File: src/rtbk_pkg.sv
// package for the running top/bottom-k tracker
// widths, defaults, request kinds and the cell control struct
// no dependencies
package rtbk_pkg;

  localparam int unsigned DEF_MAX_KEPT   = 64;
  localparam int unsigned DEF_VALUE_BITS = 32;
  localparam int unsigned OUT_BITS       = 32;
  localparam int unsigned COUNT_BITS     = 7;
  localparam int unsigned INDEX_BITS     = 6;
  localparam int unsigned INDEX_SPAN     = 64;
  localparam logic [COUNT_BITS-1:0] KEPT_RESET = 7'd64;

  typedef enum logic {
    REQ_OFFER = 1'b0,
    REQ_READ  = 1'b1
  } req_kind_t;

  // broadcast to every cell in the chain
  typedef struct packed {
    logic offer;
    logic up_taken;
    logic lo_taken;
  } cell_ctl_t;

endpackage

File: src/rtbk_cell.sv
// one position of both sorted lists: holds upper and lower entry
// compares against the offered value and shifts from its neighbors; uses rtbk_pkg
module rtbk_cell import rtbk_pkg::*; #(
  parameter int unsigned POS        = 0,
  parameter int unsigned VALUE_BITS = DEF_VALUE_BITS,
  parameter int unsigned NW         = COUNT_BITS
) (
  input  logic                         clk,
  input  logic                         rst,
  input  cell_ctl_t                    ctl,
  input  logic signed [VALUE_BITS-1:0] v,
  input  logic [NW-1:0]                used_n,
  input  logic [INDEX_BITS-1:0]        rd_index,
  input  logic signed [VALUE_BITS-1:0] up_nb,
  input  logic signed [VALUE_BITS-1:0] lo_nb,
  input  logic                         up_above_in,
  output logic                         up_above_out,
  input  logic                         lo_below_in,
  output logic                         lo_below_out,
  input  logic                         lo_le_in,
  output logic                         lo_le_out,
  input  logic signed [VALUE_BITS-1:0] up_rd_in,
  output logic signed [VALUE_BITS-1:0] up_rd_out,
  input  logic signed [VALUE_BITS-1:0] lo_rd_in,
  output logic signed [VALUE_BITS-1:0] lo_rd_out,
  input  logic signed [VALUE_BITS-1:0] ceil_in,
  output logic signed [VALUE_BITS-1:0] ceil_out,
  output logic signed [VALUE_BITS-1:0] up_q,
  output logic signed [VALUE_BITS-1:0] lo_q
);

  localparam logic signed [VALUE_BITS-1:0] V_MIN = {1'b1, {(VALUE_BITS-1){1'b0}}};
  localparam logic signed [VALUE_BITS-1:0] V_MAX = ~V_MIN;
  localparam logic                  HIT_OK = (POS < INDEX_SPAN);
  localparam logic [INDEX_BITS-1:0] POS_IDX = INDEX_BITS'(POS);

  logic in_use, is_last, up_gt, lo_lt, hit;
  logic signed [VALUE_BITS-1:0] up_next, lo_next;

  assign in_use  = NW'(POS) < used_n;
  assign is_last = NW'(POS) == (used_n - NW'(1));

  // bottom cell is the default landing place of the upper list
  assign up_gt = in_use && ((POS == 0) || (v > up_q));
  // last in-use cell is the default landing place of the lower list
  assign lo_lt = in_use && (is_last || (v < lo_q));

  assign up_above_out = up_gt | up_above_in;
  assign lo_below_out = lo_lt | lo_below_in;
  assign lo_le_out    = lo_le_in | (is_last && (v <= lo_q));

  assign hit       = HIT_OK && (rd_index == POS_IDX);
  assign up_rd_out = up_rd_in | (hit ? up_q : '0);
  assign lo_rd_out = lo_rd_in | (hit ? lo_q : '0);
  assign ceil_out  = ceil_in | (is_last ? lo_q : '0);

  always_comb begin
    up_next = up_q;
    lo_next = lo_q;
    if (ctl.offer && ctl.up_taken && in_use) begin
      if (up_above_in) begin
        up_next = up_nb;
      end else if (up_gt) begin
        up_next = v;
      end
    end
    if (ctl.offer && ctl.lo_taken && in_use) begin
      if (lo_below_in) begin
        lo_next = lo_nb;
      end else if (lo_lt) begin
        lo_next = v;
      end
    end
  end

  always_ff @(posedge clk) begin
    if (rst) begin
      up_q <= V_MIN;
      lo_q <= V_MAX;
    end else begin
      up_q <= up_next;
      lo_q <= lo_next;
    end
  end

endmodule

File: config.mk
export PLATFORM = sky130hd
export DESIGN_NAME = rtbk_cell
export DESIGN_NICKNAME = d
export VERILOG_FILES = /design/src/rtbk_pkg.sv /design/src/rtbk_cell.sv
export SDC_FILE = /design/constraint.sdc
export NUM_CORES = 1
export LEC_CHECK = 0
export BUFFER_PORTS_ARGS = -buffer_cell sky130_fd_sc_hd__clkbuf_2
export CELL_PAD_IN_SITES_DETAIL_PLACEMENT = 0
export CELL_PAD_IN_SITES_GLOBAL_PLACEMENT = 2
export CORE_MARGIN = 1
export CORE_UTILIZATION = 18
export CTS_BUF_LIST = sky130_fd_sc_hd__clkbuf_16
export DETAILED_ROUTE_END_ITERATION = 10
export GPL_TIMING_DRIVEN = 0
export MAX_ROUTING_LAYER = met4
export PLACE_DENSITY_LB_ADDON = 0.1
export SKIP_LAST_GASP = 1
export SYNTH_ARGS = -nofsm -noshare
export SYNTH_HDL_FRONTEND = slang
export SYNTH_SLANG_ARGS = --single-unit
File: constraint.sdc
create_clock -name clk -period 2.2 [get_ports clk]
set_input_delay 0.22 -clock clk [delete_from_list [all_inputs] [get_ports clk]]
set_output_delay 0.22 -clock clk [all_outputs]
set_load 0.02 [all_outputs]
Word-level counts from Yosys, hierarchy flattened

Cells that the tools add are included.

Bitwise gates (word level): 6
Magnitude comparators: 3
Reduce and logical (&&, ||, !) cells: 13
Mux-type cells: 7
Add/subtract/negate cells: 1

Operators by type and width:

| cell                  | number |
|---|---|
| $mux W32              | 7 |
| $or A32 B32 Y32       | 3 |
| $le A32 B32 Y1        | 1 |
| $lt A32 B32 Y1        | 1 |
| $logic_not A7 Y1      | 1 |
| $lt A1 B7 Y1 const A  | 1 |
| $sub A7 B1 Y7 const B | 1 |
| $logic_and A1 B1 Y1   | 6 |
| $logic_not A6 Y1      | 1 |
| $reduce_and A2 Y1     | 2 |
| $reduce_bool A2 Y1    | 2 |
| $or A1 B1 Y1          | 3 |
| $logic_or A1 B1 Y1    | 1 |

Output and inout port bits: 163
Bits of input ports: 213
Flip-flop bits (word level): 64
Logic and storage cells: 32

Logic depth before layout (Yosys ltp)

Gate-level depths: netlist of run 1.

Word-level depth: 6
Gate-level depth with buffers: 9
Gate-level depth less buffers: 8

Worst setup path before layout of run 1

Ideal clock, no wire load.

Path kind: register to output
Start: reg lo_q[31]
End: out lo_le_out
Required time: 1980 ps
Cell stages (with the launch flop): 9
Buffers on the path: 0
Setup slack: -248 ps
Data arrival time: 2228 ps
Cell sequence: dfxtp_1 inv_1 ha_1 nand4_1 nor3_1 a221oi_2 o21a_1 a31oi_1 o31ai_1

Cells in the longest elaborated chain, start to end: 3

RTL lines:

| element                  | RTL line        | source |
|---|---|---|
| start: declaration       | rtbk_cell.sv:29 | `output logic signed [VALUE_BITS-1:0] lo_q` |
| start signal: assignment | rtbk_cell.sv:82 | `lo_q <= lo_next;` |
| $le A32 B32 Y1           | rtbk_cell.sv:50 | `assign lo_le_out = lo_le_in \| (is_last && (v <= lo_q));` |
| $logic_and A1 B1 Y1      | rtbk_cell.sv:50 |  |
| $or A1 B1 Y1             | rtbk_cell.sv:50 |  |
| end: declaration         | rtbk_cell.sv:21 | `output logic lo_le_out,` |

No other way between the ends.

Worst setup path after layout of run 1

Start: reg lo_q[27]
End: out lo_below_out

Cells in the longest elaborated chain, start to end: 4

RTL lines:

| element             | RTL line        | source |
|---|---|---|
| $lt A32 B32 Y1      | rtbk_cell.sv:46 | `assign lo_lt = in_use && (is_last \|\| (v < lo_q));` |
| $logic_or A1 B1 Y1  | rtbk_cell.sv:46 |  |
| $logic_and A1 B1 Y1 | rtbk_cell.sv:46 |  |
| $or A1 B1 Y1        | rtbk_cell.sv:49 | `assign lo_below_out = lo_lt \| lo_below_in;` |
| end: declaration    | rtbk_cell.sv:19 | `output logic lo_below_out,` |

No other way between the ends.

==> impl_summary.log, run 1 <==
[metrics] run status: finished with violations
[metrics] violations in the final reports: setup timing
[metrics] worst max-slew margin expressed relative to the limit: 37.5%
[metrics] synth unique cells: 34
[metrics] Routed Wire Length: 24.7 mm
[metrics] most common library cell in the layout ignoring fill and taps: clkbuf_2
[metrics] detailed-router iteration count before antenna repair: 4
[metrics] Peak VDD IR: 247 uV
[metrics] top cell type's share of synthesized area: 27.1%
[metrics] GPL Wtd Cong: 0.727
[metrics] initial core utilization: 18.6%
[metrics] RSZ-0062 raised after global routing: true
[metrics] area of the core: 25500 um2
[metrics] GRT Overall Usage: 18.7%
[metrics] Setup TNS Final: -8.82 ns
[metrics] min Tclk post-route: 2.50 ns
[metrics] delay of the slowest critical-path stage: 0.34 ns
[metrics] placed instance count: 1265
[metrics] # fillers: 2789
[metrics] post-synthesis net count: 806
[metrics] Cells after Synth: 561
[metrics] source-to-sink clock delay at the later pin of the worst-skew pair: 0.34 ns
[metrics] cell breakdown of the critical path: inv_2 -> ha_4 -> nand4_1 -> nor4_4 -> buf_4 -> o31ai_4 -> a31oi_4 -> o21ai_1 -> clkbuf_4
[metrics] maximum buffer depth of the clock tree: 2
[metrics] Setup WS pre-CTS: -0.602 ns
[metrics] Clk pin slew, worst setup/hold paths: 0.06 ns
[metrics] total via count after detailed routing: 5820
[metrics] Worst-Margin Slew: 0.938 ns
[metrics] detailed-route wire length per cell: 18.6 um
[metrics] yosys warns: 0
[metrics] largest net degree at the start of global routing: 11
[metrics] Critical Path Start Type: register
[metrics] via count of the first global-routing pass: 5838
[metrics] Maximum Capacitance Violations: 0
[metrics] initial antenna violation count: 1
[metrics] routed via count divided by cell count: 4.39
[metrics] average size of a mapped cell: 8.43 um2
[metrics] antenna viol nets, final: 0
[metrics] clock tree from TritonCTS: done
[metrics] H-tree lvl count: 3
[metrics] clock tree skew after final layout: 0.00878 ns
[metrics] Crit path required time: 1.98 ns
[metrics] ranking of synthesized cells by area: dfxtp_1, a21o_1, mux2i_1, a211oi_1, ha_1
[metrics] worst-case hold slack: 0.158 ns
[metrics] highest clock frequency the design can meet: 400 MHz
[metrics] sink count of the clock tree: 64
[metrics] Root Buffer Master: clkbuf_16
[metrics] Post-route DRC: 0
[metrics] register area share after synthesis: 27.1%
[metrics] number of buffers inserted during clock tree synthesis: 9
[metrics] floorplan die width: 164 um
[metrics] most frequent cells in the layout: clkbuf_2, a21o_1, nor2_1, mux2i_1, a211oi_1
[metrics] cell family contributing the most delay on the critical path: simple AND/OR/NAND/NOR gates
[metrics] register bit count reported by yosys: 64
[metrics] die span in y: 164 um
[metrics] DRC violation total after the first TritonRoute iteration: 134
[metrics] asr flop ratio synth: 0%
[metrics] most used flip-flop cell after synthesis: dfxtp_1
[metrics] Rows: 58
[metrics] cell taking the most area after synthesis: dfxtp_1
[metrics] Critical Path Slowest Stage Cell: dfxtp_4
[metrics] Crit. End Element: output port
[metrics] number of top-level design ports: 376
[metrics] HPWL Detailed: 19.3 mm
[metrics] number of standard cells in the final layout excluding fillers: 1326
[metrics] number of buffers added on ports: 373
[metrics] fraction of final layout cells sized beyond drive strength 1: 54.4%
[metrics] grt total ovfl: 0
[metrics] buffering stage count on the worst path with inverters included: 3
[metrics] global-route wire length before repair: 35.6 mm
[metrics] least setup slack across all paths after layout: -0.300 ns
[metrics] pins over their slew limit: 0
[metrics] fraction of the cycle the final worst path needs: 114%
[metrics] # setup viols final: 34
[metrics] Final Total Pwr: 4.10 mW
[metrics] final hold violation count: 0
[metrics] die area: 26900 um2
[metrics] type of the worst setup path: register to output port
[metrics] peak fanout along the critical path: 3
[metrics] Worst EP arrival: 2.28 ns
[metrics] Post-Synthesis Cell Area: 4730 um2
[metrics] Pwr Density: 496 nW/um2
[metrics] Layout Nets: 1235
[metrics] static leakage: 4.63 nW
[metrics] Area growth syn-to-layout: 74.8%
[metrics] type of the tightest min-delay check: input pin to register
[metrics] number of enable flip-flop cells after synthesis: 0
cell usage after synthesis (3+ instances only):
| library cell | count |
|---|---|
| dfxtp_1 | 64 |
| nor2_1 | 70 |
| inv_1 | 33 |
| nor2b_1 | 31 |
| mux2i_1 | 65 |
| a21oi_1 | 12 |
| ha_1 | 32 |
| nand2_1 | 6 |
| o21ai_0 | 5 |
| clkbuf_1 | 40 |
| o21a_1 | 4 |
| nand4_1 | 8 |
| a21o_1 | 97 |
| a211oi_1 | 63 |
| buf_6 | 3 |
registers in the layout, summed over array words and instances (netlist names):
name / cells
lo_q: 32
up_q: 32
worst paths after layout:
kind | startpoint | to | slack [ns] | cells after the start
worst max-delay path | lo_q[27] | lo_below_out | -0.30 | 9
worst min-delay path | lo_nb[5] | lo_q[5] | 0.16 | 3
worst max register to register | lo_q[27] | lo_q[10] | -0.29 | 12
worst min register to register | up_q[6] | up_q[6] | 0.52 | 2
cell families (layout without fill, tap and decap cells):
logic type | count (synthesis) | in the layout | share of synthesized area (%)
AOI/OAI and AO/OA | 194 | 194 | 30.6
and+or+nand+nor | 129 | 129 | 13.3
buffers and inverters | 76 | 510 | 6.51
muxes | 66 | 66 | 14.0
DFF | 64 | 64 | 27.1
adders and majority gates | 32 | 32 | 8.47
other | 0 | 1 | 0
routing by layer:
metal | GRT usage, % | vias to the layer above | part of all wire, %
li1 | - | 2905 | -
met1 | 22.4 | 2691 | 44
met2 | 32.7 | 211 | 50
met3 | 2.98 | 13 | 4.9
met4 | 4.00 | 0 | 0.90
met5 | - | - | 0
through the flow:
stage          area (um2)  utilization [%]
2_1_floorplan        4950                -
3_3_place_gp         7230             28.4
3_5_place_dp         7250             28.5
4_1_cts              8220             32.3
5_1_grt              8270             32.4
6_report             8270             32.4
final cells by class:
type	instances	area [um2]	share of cell area, %
clock buffers	10	250	3.03
well taps	330	413	5.00
multi-input cells	421	3530	42.7
flip-flops and latches	64	1380	16.7
diodes	1	2.50	0.0303
plain buffers	43	255	3.09
repair buffers	418	2280	27.5
inverters	33	126	1.53
clock inverters	6	26.3	0.318
worst reg2reg max path: stages (launching register included):
cell      delay, ns
dfxtp_4        0.34
inv_2          0.04
ha_4           0.26
nand4_1        0.24
nor4_4         0.31
buf_4          0.19
buf_6          0.10
nor3b_4        0.20
o31ai_4        0.11
o311ai_4       0.08
buf_6          0.21
buf_8          0.14
mux2i_1        0.19
timing repair:
action | in CTS | in global routing
hold buffers | 0 | 0
gates cloned | 3 | 0
buffers inserted | 37 | 6
resized for setup | 91 | 21
pin swaps | 31 | 10
endpoints found under the setup margin | 123 | 115
report_power, final:
group          internal, mW  switching (mW)
Clock                 0.815           0.586
Combinational         0.615           0.778
Sequential             1.23          0.0729
Total                  2.66            1.44
Note: power is estimated with default switching activity, not from simulation.
==> run 2: changes to the inputs <==
Settings changed: REMOVE_ABC_BUFFERS set to 1.
==> run 2 against run 1 <==
  * The flow still finishes with violations (setup timing)
  * Fmax is 1.7% lower
  * Register-to-register slack worse by 0.02 ns
  * Clock power hardly changed
  * First-iteration DRC count is 36% lower
  * Sequential power hardly changed
  * Via count is 4.7% lower
  * Sequential cell count stayed put
  * Cell count is 2.6% lower
  * Worst setup slack worse by 0.043 ns
  * Core utilization is 0.35 points lower
  * Wire length is 17% lower
  * Sequential share of layout area is 0.090 points higher
  * Critical path type unchanged
==> impl_summary.log, run 2 (synthesized netlist as in run 1, its figures left out) <==
[metrics] run status: finished with violations
[metrics] violations in the final reports: setup timing
[metrics] Maximum Capacitance Violations: 0 (unchanged)
[metrics] highest clock frequency the design can meet: 393 MHz (-1.7%)
[metrics] sink count of the clock tree: 64 (unchanged)
[metrics] Clk pin slew, worst setup/hold paths: 0.06 ns (about the same)
[metrics] Peak VDD IR: 334 uV (+35%)
[metrics] Worst EP arrival: 2.32 ns (+0.04 ns)
[metrics] peak fanout along the critical path: 3 (unchanged)
[metrics] number of buffers inserted during clock tree synthesis: 9 (unchanged)
[metrics] least setup slack across all paths after layout: -0.343 ns (-0.0432 ns)
[metrics] worst max-slew margin expressed relative to the limit: 15.7% (-22 points)
[metrics] largest net degree at the start of global routing: 67 (+56)
[metrics] detailed-router iteration count before antenna repair: 4 (unchanged)
[metrics] area occupied by multi-input gates: 3520 um2 (-0.32%)
[metrics] Critical Path Start Type: register
[metrics] # fillers: 2741 (-1.7%)
[metrics] via count of the first global-routing pass: 5246 (-10%)
[metrics] Root Buffer Master: clkbuf_16
[metrics] number of buffers added on ports: 375 (+0.54%)
[metrics] GRT Overall Usage: 15.3% (-3.4 points)
[metrics] fraction of the cycle the final worst path needs: 116% (+2.0 points)
[metrics] registers with the most flip-flops: lo_q (32), up_q (32)
[metrics] dpl cell area: 7050 um2 (-2.7%)
[metrics] area of the core: 25500 um2 (unchanged)
[metrics] post-route standard cell area excluding fillers: 8180 um2 (-1.1%)
[metrics] grt total ovfl: 0 (unchanged)
[metrics] global-route wire length before repair: 30.0 mm (-16%)
[metrics] maximum buffer depth of the clock tree: 2 (unchanged)
[metrics] area taken by flip-flops and latches: 1380 um2 (-0.54%)
[metrics] number of top-level design ports: 376 (unchanged)
[metrics] die span in y: 164 um (unchanged)
[metrics] Rows: 58 (unchanged)
[metrics] Final Total Pwr: 4.07 mW (-0.56%)
[metrics] initial antenna violation count: 2 (+1)
[metrics] die area: 26900 um2 (unchanged)
[metrics] pins over their slew limit: 0 (unchanged)
[metrics] fraction of final layout cells sized beyond drive strength 1: 54.1% (-0.25 points)
[metrics] most common library cell in the layout ignoring fill and taps: clkbuf_2
[metrics] type of the tightest min-delay check: input pin to register
[metrics] Routed Wire Length: 20.4 mm (-17%)
[metrics] Worst-Margin Slew: 1.26 ns (+0.326 ns)
[metrics] # setup viols final: 34 (unchanged)
[metrics] clock tree from TritonCTS: done
[metrics] most frequent cells in the layout: clkbuf_2, a21o_1, nor2_1, mux2i_1, a211oi_1
[metrics] worst-case hold slack: 0.157 ns (-0.000692 ns)
[metrics] routed via count divided by cell count: 4.30 (-2.1%)
[metrics] Crit path required time: 1.98 ns (about the same)
[metrics] Crit. End Element: output port
[metrics] final hold violation count: 0 (unchanged)
[metrics] post-layout utilization of the core: 32.1% (-0.35 points)
[metrics] Area growth syn-to-layout: 72.9%
[metrics] Critical R2R Launch: lo_q[23]
[metrics] min Tclk post-route: 2.54 ns (+0.0432 ns)
[metrics] antenna viol nets, final: 0 (unchanged)
[metrics] detailed-route wire length per cell: 15.8 um (-15%)
[metrics] floorplan die width: 164 um (unchanged)
[metrics] DRC violation total after the first TritonRoute iteration: 86 (-36%)
[metrics] Layout Nets: 1199 (-2.9%)
[metrics] static leakage: 4.61 nW (-0.43%)
[metrics] RSZ-0062 raised after global routing: true
[metrics] type of the worst setup path: register to output port
[metrics] clock tree skew after final layout: 0.00687 ns (-0.00191 ns)
[metrics] Pwr Density: 498 nW/um2 (+0.52%)
[metrics] GPL Wtd Cong: 0.724 (-0.49%)
[metrics] Post-route DRC: 0 (unchanged)
[metrics] source-to-sink clock delay at the later pin of the worst-skew pair: 0.34 ns (about the same)
[metrics] H-tree lvl count: 3 (unchanged)
[metrics] crit path launch: lo_q[24]
[metrics] Min-Delay Startpoint: lo_nb[4]
[metrics] initial core utilization: 18.6% (unchanged)
[metrics] total via count after detailed routing: 5548 (-4.7%)
[metrics] HPWL Detailed: 16.2 mm (-16%)
==> run 2: cell types whose count changed in the layout (fill, tap and decap cells not counted), moves of 3 or more <==
cell | before | now
clkbuf_4 | 6 | 2
a21oi_2 | 7 | 4
a21oi_1 | 5 | 8
clkbuf_2 | 377 | 371
buf_12 | 3 | 8
buf_4 | 37 | 32
inv_1 | 18 | 28
inv_2 | 17 | 6
clkbuf_1 | 26 | 0
==> run 2: worst max-delay path, stage by stage (launching register included) <==
cell and delay (ns):
dfxtp_4 0.35, inv_1 0.04, ha_1 0.27, nand4_1 0.11
buf_6 0.14, nor3_4 0.05, a221oi_4 0.34, o21a_1 0.21
a31oi_4 0.11, o31ai_2 0.19, buf_4 0.18
==> run 2: what timing repair did <==
item | 4_1_cts | 5_1_grt
pin swaps | 22 | 18
gates resized for setup | 78 | 50
gates cloned | 1 | 0
hold buffers | 0 | 0
setup endpoints to repair | 98 | 85
setup buffers | 30 | 12
==> run 2: path summary, 6_finish.rpt <==
kind	cells after the start	endpoint	slack [ns]
max	10	lo_le_out	-0.34
min	3	lo_q[4]	0.16
max reg2reg	11	lo_q[31]	-0.31
min reg2reg	2	up_q[25]	0.51
==> run 2: cell type report <==
class                           count  share of cell area, %
Tap cell                          330                   5.05
Antenna cell                        2                 0.0612
Multi-Input combinational cell    421                   43.1
Inverter                           33                   1.58
Timing Repair Buffer              425                   30.0
Sequential cell                    64                   16.8
Clock inverter                      7                  0.689
Clock buffer                        9                   2.75
==> run 2: where the power goes <==
| group | leakage (nW) | switching (mW) | internal (mW) |
|---|---|---|---|
| clock network | 0.153 | 0.563 | 0.859 |
| logic | 3.94 | 0.732 | 0.616 |
| registers | 0.525 | 0.0727 | 1.23 |
==> run 2: stage by stage <==
step	cells	setup TNS [ns]	setup WS, ns
floorplan	518	-183.36	-2.38
global placement	1223	-481.79	-5.55
detailed placement	1235	-37.53	-1.13
CTS	1282	-10.75	-0.477
global route	1291	-11.74	-0.478
finish	1291	-7.33	-0.343
==> run 2: per-layer routing <==
metal	vias up	track usage [%]	share of wire [%]
li1	2838	-	-
met1	2499	17.5	43
met2	202	27.3	51
met3	9	3.11	5.4
met4	0	3.16	0.73
met5	-	-	0
